--- src/design/tsp_pkg.sv ---
package tsp_pkg;

  // result kinds
  localparam logic [1:0] KIND_POS    = 2'd0;
  localparam logic [1:0] KIND_NEG    = 2'd1;
  localparam logic [1:0] KIND_BORDER = 2'd2;

  // vertex sources for emission and compare
  localparam logic [2:0] SRC_V0 = 3'd0;
  localparam logic [2:0] SRC_V1 = 3'd1;
  localparam logic [2:0] SRC_V2 = 3'd2;
  localparam logic [2:0] SRC_I1 = 3'd3;
  localparam logic [2:0] SRC_I2 = 3'd4;

  // configuration register indexes
  localparam int unsigned CFG_AW = 4;
  localparam logic [CFG_AW-1:0] REG_NORMAL_X     = 4'd0;
  localparam logic [CFG_AW-1:0] REG_NORMAL_Y     = 4'd1;
  localparam logic [CFG_AW-1:0] REG_NORMAL_Z     = 4'd2;
  localparam logic [CFG_AW-1:0] REG_PLANE_OFFSET = 4'd3;

  localparam int unsigned MAX_OUT = 11;

  typedef struct packed {
    logic       load;
    logic [1:0] slot;
    logic       dmul;
    logic       dclr;
    logic       dacc;
    logic [1:0] vsel;
    logic [1:0] axis;
    logic       dinit;
    logic [1:0] da;
    logic [1:0] db;
    logic       dstep;
    logic       imul;
    logic       iwr;
    logic [1:0] ia;
    logic [1:0] ib;
    logic       idst;
    logic [2:0] attr;
    logic       cmp;
    logic [2:0] csrc;
    logic       emit;
    logic [2:0] esrc;
    logic [1:0] ekind;
    logic       elast;
  } tsp_cmd_t;

  typedef struct packed {
    logic [2:0] pos;
    logic [2:0] neg;
    logic       same;
    logic       busy;
  } tsp_status_t;

  function automatic logic [1:0] inc3(input logic [1:0] x);
    inc3 = (x == 2'd2) ? 2'd0 : x + 2'd1;
  endfunction

endpackage

--- src/design/tsp_ctrl.sv ---
module tsp_ctrl #(
  parameter int FRAC_BITS = 16
) (
  input  logic                 clk_i,
  input  logic                 rst_ni,
  input  logic                 in_valid_i,
  output logic                 in_ready_o,
  input  tsp_pkg::tsp_status_t status_i,
  output tsp_pkg::tsp_cmd_t    cmd_o
);
  import tsp_pkg::*;

  localparam int CNTW = $clog2(FRAC_BITS + 1);

  localparam logic [2:0] ST_IN   = 3'd0;
  localparam logic [2:0] ST_DIST = 3'd1;
  localparam logic [2:0] ST_CLS  = 3'd2;
  localparam logic [2:0] ST_DIV  = 3'd3;
  localparam logic [2:0] ST_INTP = 3'd4;
  localparam logic [2:0] ST_CMP  = 3'd5;
  localparam logic [2:0] ST_TRIM = 3'd6;
  localparam logic [2:0] ST_EMIT = 3'd7;

  logic [2:0]      st_q, st_d;
  logic [1:0]      vslot_q, vslot_d;
  logic [1:0]      vi_q, vi_d;
  logic [1:0]      ax_q, ax_d;
  logic            ph_q, ph_d;
  logic [CNTW-1:0] cnt_q, cnt_d;
  logic [2:0]      attr_q, attr_d;
  logic            ipass_q, ipass_d;
  logic [3:0]      ei_q, ei_d;
  logic [3:0]      ns_q, ns_d;

  // emission script, written once per triangle
  logic [1:0] sk_q [MAX_OUT];
  logic [2:0] ss_q [MAX_OUT];
  logic       bord_q, two_q;
  logic [1:0] ia_q, ib1_q, ib2_q;
  logic [2:0] csrc_q;

  logic [1:0] ck [MAX_OUT];
  logic [2:0] cs [MAX_OUT];
  logic [3:0] cn;
  logic       cbord, ctwo, cint;
  logic [1:0] cia, cib1, cib2;
  logic [2:0] ccsrc;

  // classify corners and build the result script
  always_comb begin
    logic [1:0] np, nn, pi, ni, z, z1, z2, s, s1, s2, kp, kn;
    logic [2:0] zero;
    zero = ~(status_i.pos | status_i.neg);
    np   = {1'b0, status_i.pos[0]} + {1'b0, status_i.pos[1]} + {1'b0, status_i.pos[2]};
    nn   = {1'b0, status_i.neg[0]} + {1'b0, status_i.neg[1]} + {1'b0, status_i.neg[2]};
    pi   = status_i.pos[0] ? 2'd0 : (status_i.pos[1] ? 2'd1 : 2'd2);
    ni   = status_i.neg[0] ? 2'd0 : (status_i.neg[1] ? 2'd1 : 2'd2);
    z    = zero[2] ? 2'd2 : (zero[1] ? 2'd1 : 2'd0);
    z1   = inc3(z);
    z2   = inc3(z1);
    s    = (nn == 2'd1) ? ni : pi;
    s1   = inc3(s);
    s2   = inc3(s1);
    for (int i = 0; i < MAX_OUT; i++) begin
      ck[i] = KIND_POS;
      cs[i] = SRC_V0;
    end
    cn = 4'd3; cbord = 1'b0; ctwo = 1'b0; cint = 1'b0;
    cia = ni; cib1 = pi; cib2 = s2; ccsrc = SRC_I2;
    kp = KIND_POS; kn = KIND_NEG;
    if (nn == 2'd0 || np == 2'd0) begin
      for (int i = 0; i < 3; i++) begin
        ck[i] = (nn == 2'd0) ? KIND_POS : KIND_NEG;
        cs[i] = 3'(i);
      end
    end else if (np == nn) begin
      // one corner on the plane
      if (z1 == pi) begin
        kp = KIND_POS; kn = KIND_NEG;
      end else begin
        kp = KIND_NEG; kn = KIND_POS;
      end
      cint = 1'b1; cbord = 1'b1; cn = 4'd8; ccsrc = {1'b0, z};
      ck[0] = kp; cs[0] = {1'b0, z};
      ck[1] = kp; cs[1] = {1'b0, z1};
      ck[2] = kp; cs[2] = SRC_I1;
      ck[3] = kn; cs[3] = SRC_I1;
      ck[4] = kn; cs[4] = {1'b0, z2};
      ck[5] = kn; cs[5] = {1'b0, z};
      ck[6] = KIND_BORDER; cs[6] = SRC_I1;
      ck[7] = KIND_BORDER; cs[7] = {1'b0, z};
    end else begin
      // plane crosses both edges that meet at s, the lone corner
      cint = 1'b1; ctwo = 1'b1; cbord = 1'b1; cn = 4'd11;
      cia = s; cib1 = s1; cib2 = s2; ccsrc = SRC_I2;
      if (nn == 2'd1) begin
        kp = KIND_NEG; kn = KIND_POS;
        cs[3] = SRC_I1;      cs[4] = {1'b0, s1}; cs[5] = {1'b0, s2};
      end else begin
        kp = KIND_POS; kn = KIND_NEG;
        cs[3] = {1'b0, s1};  cs[4] = {1'b0, s2}; cs[5] = SRC_I1;
      end
      ck[0] = kp; cs[0] = SRC_I1;
      ck[1] = kp; cs[1] = SRC_I2;
      ck[2] = kp; cs[2] = {1'b0, s};
      ck[3] = kn; ck[4] = kn; ck[5] = kn;
      ck[6] = kn; cs[6] = {1'b0, s2};
      ck[7] = kn; cs[7] = SRC_I2;
      ck[8] = kn; cs[8] = SRC_I1;
      ck[9] = KIND_BORDER;  cs[9] = SRC_I2;
      ck[10] = KIND_BORDER; cs[10] = SRC_I1;
    end
  end

  always_ff @(posedge clk_i) begin
    if (st_q == ST_CLS) begin
      for (int i = 0; i < MAX_OUT; i++) begin
        sk_q[i] <= ck[i];
        ss_q[i] <= cs[i];
      end
      bord_q <= cbord;
      two_q  <= ctwo;
      ia_q   <= cia;
      ib1_q  <= cib1;
      ib2_q  <= cib2;
      csrc_q <= ccsrc;
    end
  end

  always_comb begin
    logic [3:0] ns_cls;
    st_d = st_q; vslot_d = vslot_q; vi_d = vi_q; ax_d = ax_q; ph_d = ph_q;
    cnt_d = cnt_q; attr_d = attr_q; ipass_d = ipass_q; ei_d = ei_q; ns_d = ns_q;
    ns_cls = cn;
    cmd_o = '0;
    cmd_o.slot  = vslot_q;
    cmd_o.vsel  = vi_q;
    cmd_o.axis  = ax_q;
    cmd_o.da    = ia_q;
    cmd_o.db    = ipass_q ? ib2_q : ib1_q;
    cmd_o.ia    = ia_q;
    cmd_o.ib    = ipass_q ? ib2_q : ib1_q;
    cmd_o.idst  = ipass_q;
    cmd_o.attr  = attr_q;
    cmd_o.csrc  = csrc_q;
    cmd_o.esrc  = ss_q[ei_q];
    cmd_o.ekind = sk_q[ei_q];
    cmd_o.elast = (ei_q == ns_q - 4'd1);
    in_ready_o  = (st_q == ST_IN);
    case (st_q)
      ST_IN: begin
        if (in_valid_i) begin
          cmd_o.load = 1'b1;
          if (vslot_q == 2'd2) begin
            vslot_d = 2'd0;
            st_d = ST_DIST; vi_d = 2'd0; ax_d = 2'd0; ph_d = 1'b0;
          end else begin
            vslot_d = vslot_q + 2'd1;
          end
        end
      end
      ST_DIST: begin
        ph_d = ~ph_q;
        if (!ph_q) begin
          cmd_o.dmul = 1'b1;
          cmd_o.dclr = (ax_q == 2'd0);
        end else begin
          cmd_o.dacc = 1'b1;
          ax_d = inc3(ax_q);
          if (ax_q == 2'd2) begin
            vi_d = vi_q + 2'd1;
            if (vi_q == 2'd2) st_d = ST_CLS;
          end
        end
      end
      ST_CLS: begin
        ns_d = ns_cls; ei_d = '0; ipass_d = 1'b0; cnt_d = '0;
        st_d = cint ? ST_DIV : ST_EMIT;
      end
      ST_DIV: begin
        if (cnt_q == '0) begin
          cmd_o.dinit = 1'b1;
        end else begin
          cmd_o.dstep = 1'b1;
        end
        cnt_d = cnt_q + 1'b1;
        if (cnt_q == CNTW'(FRAC_BITS)) begin
          st_d = ST_INTP; attr_d = '0; ph_d = 1'b0;
        end
      end
      ST_INTP: begin
        ph_d = ~ph_q;
        if (!ph_q) begin
          cmd_o.imul = 1'b1;
        end else begin
          cmd_o.iwr = 1'b1;
          attr_d = attr_q + 3'd1;
          if (attr_q == 3'd7) begin
            if (two_q && !ipass_q) begin
              ipass_d = 1'b1; cnt_d = '0; st_d = ST_DIV;
            end else begin
              st_d = ST_CMP;
            end
          end
        end
      end
      ST_CMP: begin
        cmd_o.cmp = 1'b1;
        st_d = ST_TRIM;
      end
      ST_TRIM: begin
        // border pair is dropped when the two vertices match
        if (bord_q && status_i.same) ns_d = ns_q - 4'd2;
        st_d = ST_EMIT;
      end
      ST_EMIT: begin
        if (!status_i.busy) begin
          cmd_o.emit = 1'b1;
          ei_d = ei_q + 4'd1;
          if (ei_q == ns_q - 4'd1) st_d = ST_IN;
        end
      end
      default: st_d = ST_IN;
    endcase
  end

  always_ff @(posedge clk_i or negedge rst_ni) begin
    if (!rst_ni) begin
      st_q <= ST_IN; vslot_q <= '0; vi_q <= '0; ax_q <= '0; ph_q <= 1'b0;
      cnt_q <= '0; attr_q <= '0; ipass_q <= 1'b0; ei_q <= '0; ns_q <= '0;
    end else begin
      st_q <= st_d; vslot_q <= vslot_d; vi_q <= vi_d; ax_q <= ax_d; ph_q <= ph_d;
      cnt_q <= cnt_d; attr_q <= attr_d; ipass_q <= ipass_d; ei_q <= ei_d; ns_q <= ns_d;
    end
  end

endmodule

--- config.mk ---
export PLATFORM = sky130hd
export DESIGN_NAME = tsp_ctrl
export DESIGN_NICKNAME = d
export VERILOG_FILES = /design/src/design/tsp_pkg.sv /design/src/design/tsp_ctrl.sv
export SDC_FILE = /design/constraint.sdc
export NUM_CORES = 1
export LEC_CHECK = 0
export CELL_PAD_IN_SITES_DETAIL_PLACEMENT = 0
export CELL_PAD_IN_SITES_GLOBAL_PLACEMENT = 2
export CORE_ASPECT_RATIO = 0.7
export CORE_MARGIN = 5
export CORE_UTILIZATION = 41
export CTS_CLUSTER_SIZE = 40
export DETAILED_ROUTE_END_ITERATION = 8
export DONT_BUFFER_PORTS = 1
export PLACE_DENSITY_LB_ADDON = 0.25
export SYNTH_ARGS = -nofsm -noshare
export SYNTH_HDL_FRONTEND = slang
export SYNTH_SLANG_ARGS = --single-unit
--- constraint.sdc ---
create_clock -name clk_i -period 2.2 [get_ports clk_i]
set_input_delay 0.22 -clock clk_i [delete_from_list [all_inputs] [get_ports clk_i]]
set_output_delay 0.22 -clock clk_i [all_outputs]
set_load 0.05 [all_outputs]
### Yosys cells after proc, flatten, opt, wreduce, memory -nomap -nowiden

Memory sizes are Yosys's and may differ from the RTL's.
Index checks and enable logic that the tools add are counted.

* bits in registers: 38
* memory bits (writable): 55
* bits of input ports: 11
* output and inout port bits: 38
* logic and storage cells: 191
* memories kept: 2

Memories
* ss_q: depth 11, bits a word 3, rd ports 1, clocked after Yosys merged registers in 0, wr ports 11, RTL line tsp_ctrl.sv:37 `logic [2:0] ss_q [MAX_OUT];`
* sk_q: depth 11, bits a word 2, rd ports 1, clocked after Yosys merged registers in 0, wr ports 11, RTL line tsp_ctrl.sv:36 `logic [1:0] sk_q [MAX_OUT];`

* $add $sub $neg: 16
* eq/ne operators: 32
* multiplexer cells: 92
* bitwise operators: 4
* reductions and logical operators: 28

Operator list (number)
* two-way mux 2 bit: 25
* two-way mux 3 bit: 16
* two-way mux 1 bit: 27
* two-way mux 24 bit: 1
* one-hot mux 3 bit (8 select lines): 1
* two-way mux 23 bit: 1
* inequality test 2 bit, second input constant: 11
* two-way mux 5 bit: 4
* two-way mux 16 bit: 1
* two-way mux 8 bit: 2
* one-hot mux 4 bit (2 select lines): 2
* AND reduction 4 bit: 4
* == test 3 bit, second input constant: 5
* two-way mux 15 bit: 1
* one-hot mux 5 bit (3 select lines): 1
* adder 2 x 1 -> 2 bit, second input constant: 7
* == test 2 bit, second input constant: 7
* two-way mux 4 bit: 3
* AND reduction 10 bit: 1
* nonzero test 2 bit: 5
* two-way mux 9 bit: 1
* one-hot mux 2 bit (2 select lines): 2
* == test 3 x 2 -> 1 bit, second input constant: 2
* logical NOT 2 bit: 3
* other kinds (30): 39

### Depth between registers and ports, before layout

* depth after elaboration: 11
* mapped depth: 7

### Worst setup path after synthesis

No wires, ideal clock.

* kind: flip-flop to output port
* from: register st_q[1]
* to: output port cmd_o[32] (netlist name)
* data arrival time: 2376 ps
* data required time: 1980 ps
* path slack: -396 ps
* stages on the path, launching flop included: 4
* cell sequence: dfrtp_1 -> buf_6 -> or3b_4 -> nor4_1

RTL lines
* from (decl): RTL line tsp_ctrl.sv:24 `logic [2:0] st_q, st_d;`
* from (signal assigned): RTL line tsp_ctrl.sv:229 `st_q <= ST_IN; vslot_q <= '0; vi_q <= '0; ax_q <= '0; ph_q <= 1'b0;`
* from (signal assigned): RTL line tsp_ctrl.sv:232 `st_q <= st_d; vslot_q <= vslot_d; vi_q <= vi_d; ax_q <= ax_d; ph_q <= ph_d;`
* to (decl): RTL line tsp_ctrl.sv:9 `output tsp_pkg::tsp_cmd_t cmd_o`

==> metrics.md <==
| Metric | Value |
|---|---|
| Status | finished, final reports clean |
| Reg2Reg Depth | 6 |
| Critical path type | flip-flop to primary output |
| RSZ-0062 raised after global routing | no |
| Pin count of the biggest net entering global routing | 29 |
| Primary FF master, synth | edfxtp_1 |
| Pre-CTS setup slack | 0.0990 ns |
| Ant diodes | 0 |
| Worst slew pin tran | 0.529 ns |
| CTS buffer count | 5 |
| Crit start category | flip-flop |
| WHS | 0.0735 ns |
| FF-to-FF End | st_q[2]$_DFFE_PN0P_ |
| Final setup TNS | 0 ns |
| Die height | 86.4 um |
| Register area | 1550 um2 |
| First-pass GRT wire length | 12700 um |
| Worst skew pair latency | 0.30 ns |
| CP Data Required Time | 1.98 ns |
| Flop2flop setup slack | 0.43 ns |
| Clk sinks | 56 |
| Post-synth EDFFs | 29 |
| Max Buffers Root-to-Sink | 2 |
| Share of layout cells above drive strength 1 | 0.222 |
| Max-Cap Viols | 0 |
| Die W | 119 um |
| Post-synthesis sequential area ratio | 0.452 |
| Leak pwr | 1.63 nW |
| Synth Register Bits | 56 |
| Die area | 10300 um2 |
| Critical path fanouts, max | 7 |
| Worst IR Drop VDD | 683 uV |
| Met3 wire len | 548 um |
| Clock Skew | 0.00675 ns |
| Post-synth cell types | 67 |
| Worst hold path type | primary input to flip-flop |
| Initial antenna violation count | 0 |
| Synth-to-layout area growth | 14.5% |
| Worst rel slew slack | 0.649 |
| Fin. Hold Viols | 0 |
| Starting Density | 0.427 |
| CTS tree | done |
| Core Rows | 27 |
| Via count | 2450 |
| Drt total wl | 7570 um |
| Post-synthesis instance total | 329 |
| Minimum clock period | 2.05 ns |
| Worst path arrival time | 1.83 ns |
| PortBufs | 0 |
| Post-layout util | 0.489 |
| Synth Cell Area | 3420 um2 |
| Area occupied by multi-input gates | 1660 um2 |
| I/O pin count | 49 |
| Asr flop ratio synth | 0.482 |
| Setup-failing EPs final | 0 |
| GPL Wtd Cong | 0.834 |
| Vias per cell | 5.36 |
| Clock root cell | clkbuf_16 |
| Drt drc | 0 |
| Layout fillers | 743 |
| CP Capture Type | primary output |
| DPL Wire Length | 5800 um |
| CP endpoint | cmd_o[3] |
| Detailed Routing Iterations Pass 1 | 4 |
| Max-slew violation count | 0 |
| H-tree levels | 2 |
| Routed length on met2 | 3010 um |
| CORE AREA | 8010 um2 |
| Worst r2r src | ns_q[0]$_DFFE_PN0P_ |
| Met1 WL | 3960 um |
| Worst Setup SP | ei_q[0]$_DFFE_PN0P_ |
| Tcrit/Tclk final | 0.931 |
| Yosys warns | 0 |
| Pwr dens | 1510 nW/um2 |
| FMAX | 488 MHz |
| Clock-pin slew on the worst setup and hold paths | 0.07 ns |
| DR WL/cell | 16.6 um |
| Vias in the first global route | 2471 |
| ANT nets after route | 0 |
| DR top layer | met4 |
| Detailed Route Iter0 Violations | 194 |
| Worst Slack Setup Final | 0.151 ns |
| Syn avg cell area | 10.4 um2 |
| Synth Net Count | 351 |
| Total GRT Usage | 0.155 |
| Nets | 377 |
| Gr ovfl total | 0 |
[worst min path at each step]
stage | cells past startpoint | startpoint | slack [ns] | to
after CTS | 2 | in_valid_i | 0.07 | vslot_q[1]$_DFFE_PN0P_
after floorplan | 0 | rst_ni | -0.08 | attr_q[0]$_DFFE_PN0P_
final | 2 | in_valid_i | 0.07 | vslot_q[1]$_DFFE_PN0P_
after global routing | 2 | in_valid_i | 0.08 | vslot_q[1]$_DFFE_PN0P_
after detailed placement | 0 | rst_ni | -0.07 | vi_q[0]$_DFFE_PN0P_
after global placement | 0 | rst_ni | -0.07 | vi_q[0]$_DFFE_PN0P_
[logic make-up after synthesis]
group / Yosys count / share of synthesized area
buffers and inverters: 45 / 0.0665
muxes: 14 / 0.0570
adders and majority gates: 11 / 0.0446
AOI/OAI and AO/OA: 77 / 0.158
DFF: 56 / 0.452
xor gates and xnor gates: 16 / 0.0472
and+or+nand+nor: 110 / 0.175
[worst max-delay path, cell delays in order, from the launching register on]
cell and delay (ns):
dfrtp_1 0.52, mux4_2 0.56, mux2i_1 0.17, o21ai_1 0.09, buf_4 0.20
[power by group]
part	total (mW)	internal [mW]	switching (mW)
Sequential	1.90	1.51	0.384
Combinational	3.21	1.17	2.04
Clock	0.804	0.424	0.380
[final cells by class]
class,count,share of cell area
Clock buffer,5,0.0319
Clock inverter,3,0.00543
Inverter,22,0.0211
Multi-Input combinational cell,228,0.424
Sequential cell,56,0.395
Tap cell,101,0.0323
Timing Repair Buffer,42,0.0907
[cells in the mapped netlist, drive strengths merged (3+ instances only)]
master	instances	area share
o211ai	3	0.0080
and3b	3	0.0077
mux2	4	0.013
and2	3	0.0055
a22o	7	0.018
o22ai	4	0.0073
a21o	3	0.0066
nor3	4	0.0059
nor3b	3	0.011
nand3b	5	0.011
clkbuf	3	0.0033
edfxtp	29	0.25
a21oi	16	0.027
nor4	3	0.0055
nand3	8	0.012
xor2	8	0.020
nor2	27	0.030
xnor2	7	0.020
buf	20	0.039
o21ai	23	0.036
a31oi	3	0.0073
inv	22	0.024
mux2i	6	0.018
nor2b	6	0.011
dfrtp	27	0.20
ha	9	0.033
mux4	4	0.026
nand2b	8	0.017
nand2	30	0.034
[cell usage in the layout (no fill, tap or decap), drive strengths merged, types with 3 or more instances in the layout]
cell    instances
buf            41
nand2          30
edfxtp         29
nor2           27
dfrtp          27
inv            23
o21ai          23
a21oi          16
ha              9
nand3           8
xor2            8
nand2b          8
a22o            7
xnor2           7
nor2b           6
mux2i           6
nand3b          5
clkbuf          5
mux2            4
mux4            4
o22ai           4
nor3            4
and2            3
and3b           3
a21o            3
o211ai          3
nor4            3
a31oi           3
nor3b           3
[metal layers]
metal  vias up  global-route usage
li1       1231                   -
met1      1154               0.237
met2        59               0.214
met3         6              0.0450
met4         0              0.0315
met5         -                   0
[metrics by stage]
step / area [um2] / std cells / power (mW)
final: 3920 / 457 / 5.91
after global routing: 3920 / 457 / 6.35
after CTS: 3920 / 457 / 5.97
after detailed placement: 3740 / 447 / 5.14
after global placement: 3740 / 447 / 5.10
after floorplan: 3430 / 329 / 4.40
[sequential cells by signal (all words and copies together) (netlist names), 3 cells and up]
| name | flops |
|---|---|
| ss_q | 17 |
| cnt_q | 5 |
| ei_q | 4 |
| ns_q | 4 |
| sk_q | 4 |
| attr_q | 3 |
| st_q | 3 |
[repair_timing]
item / in CTS / in global routing
endpoints found under the setup margin: 0 / 2
endpoints found under the hold margin: 27 / 0
hold buffers: 2 / 0
gates resized for setup: 0 / 1
setup buffers: 0 / 0
Power figures use the tool's default switching activity.
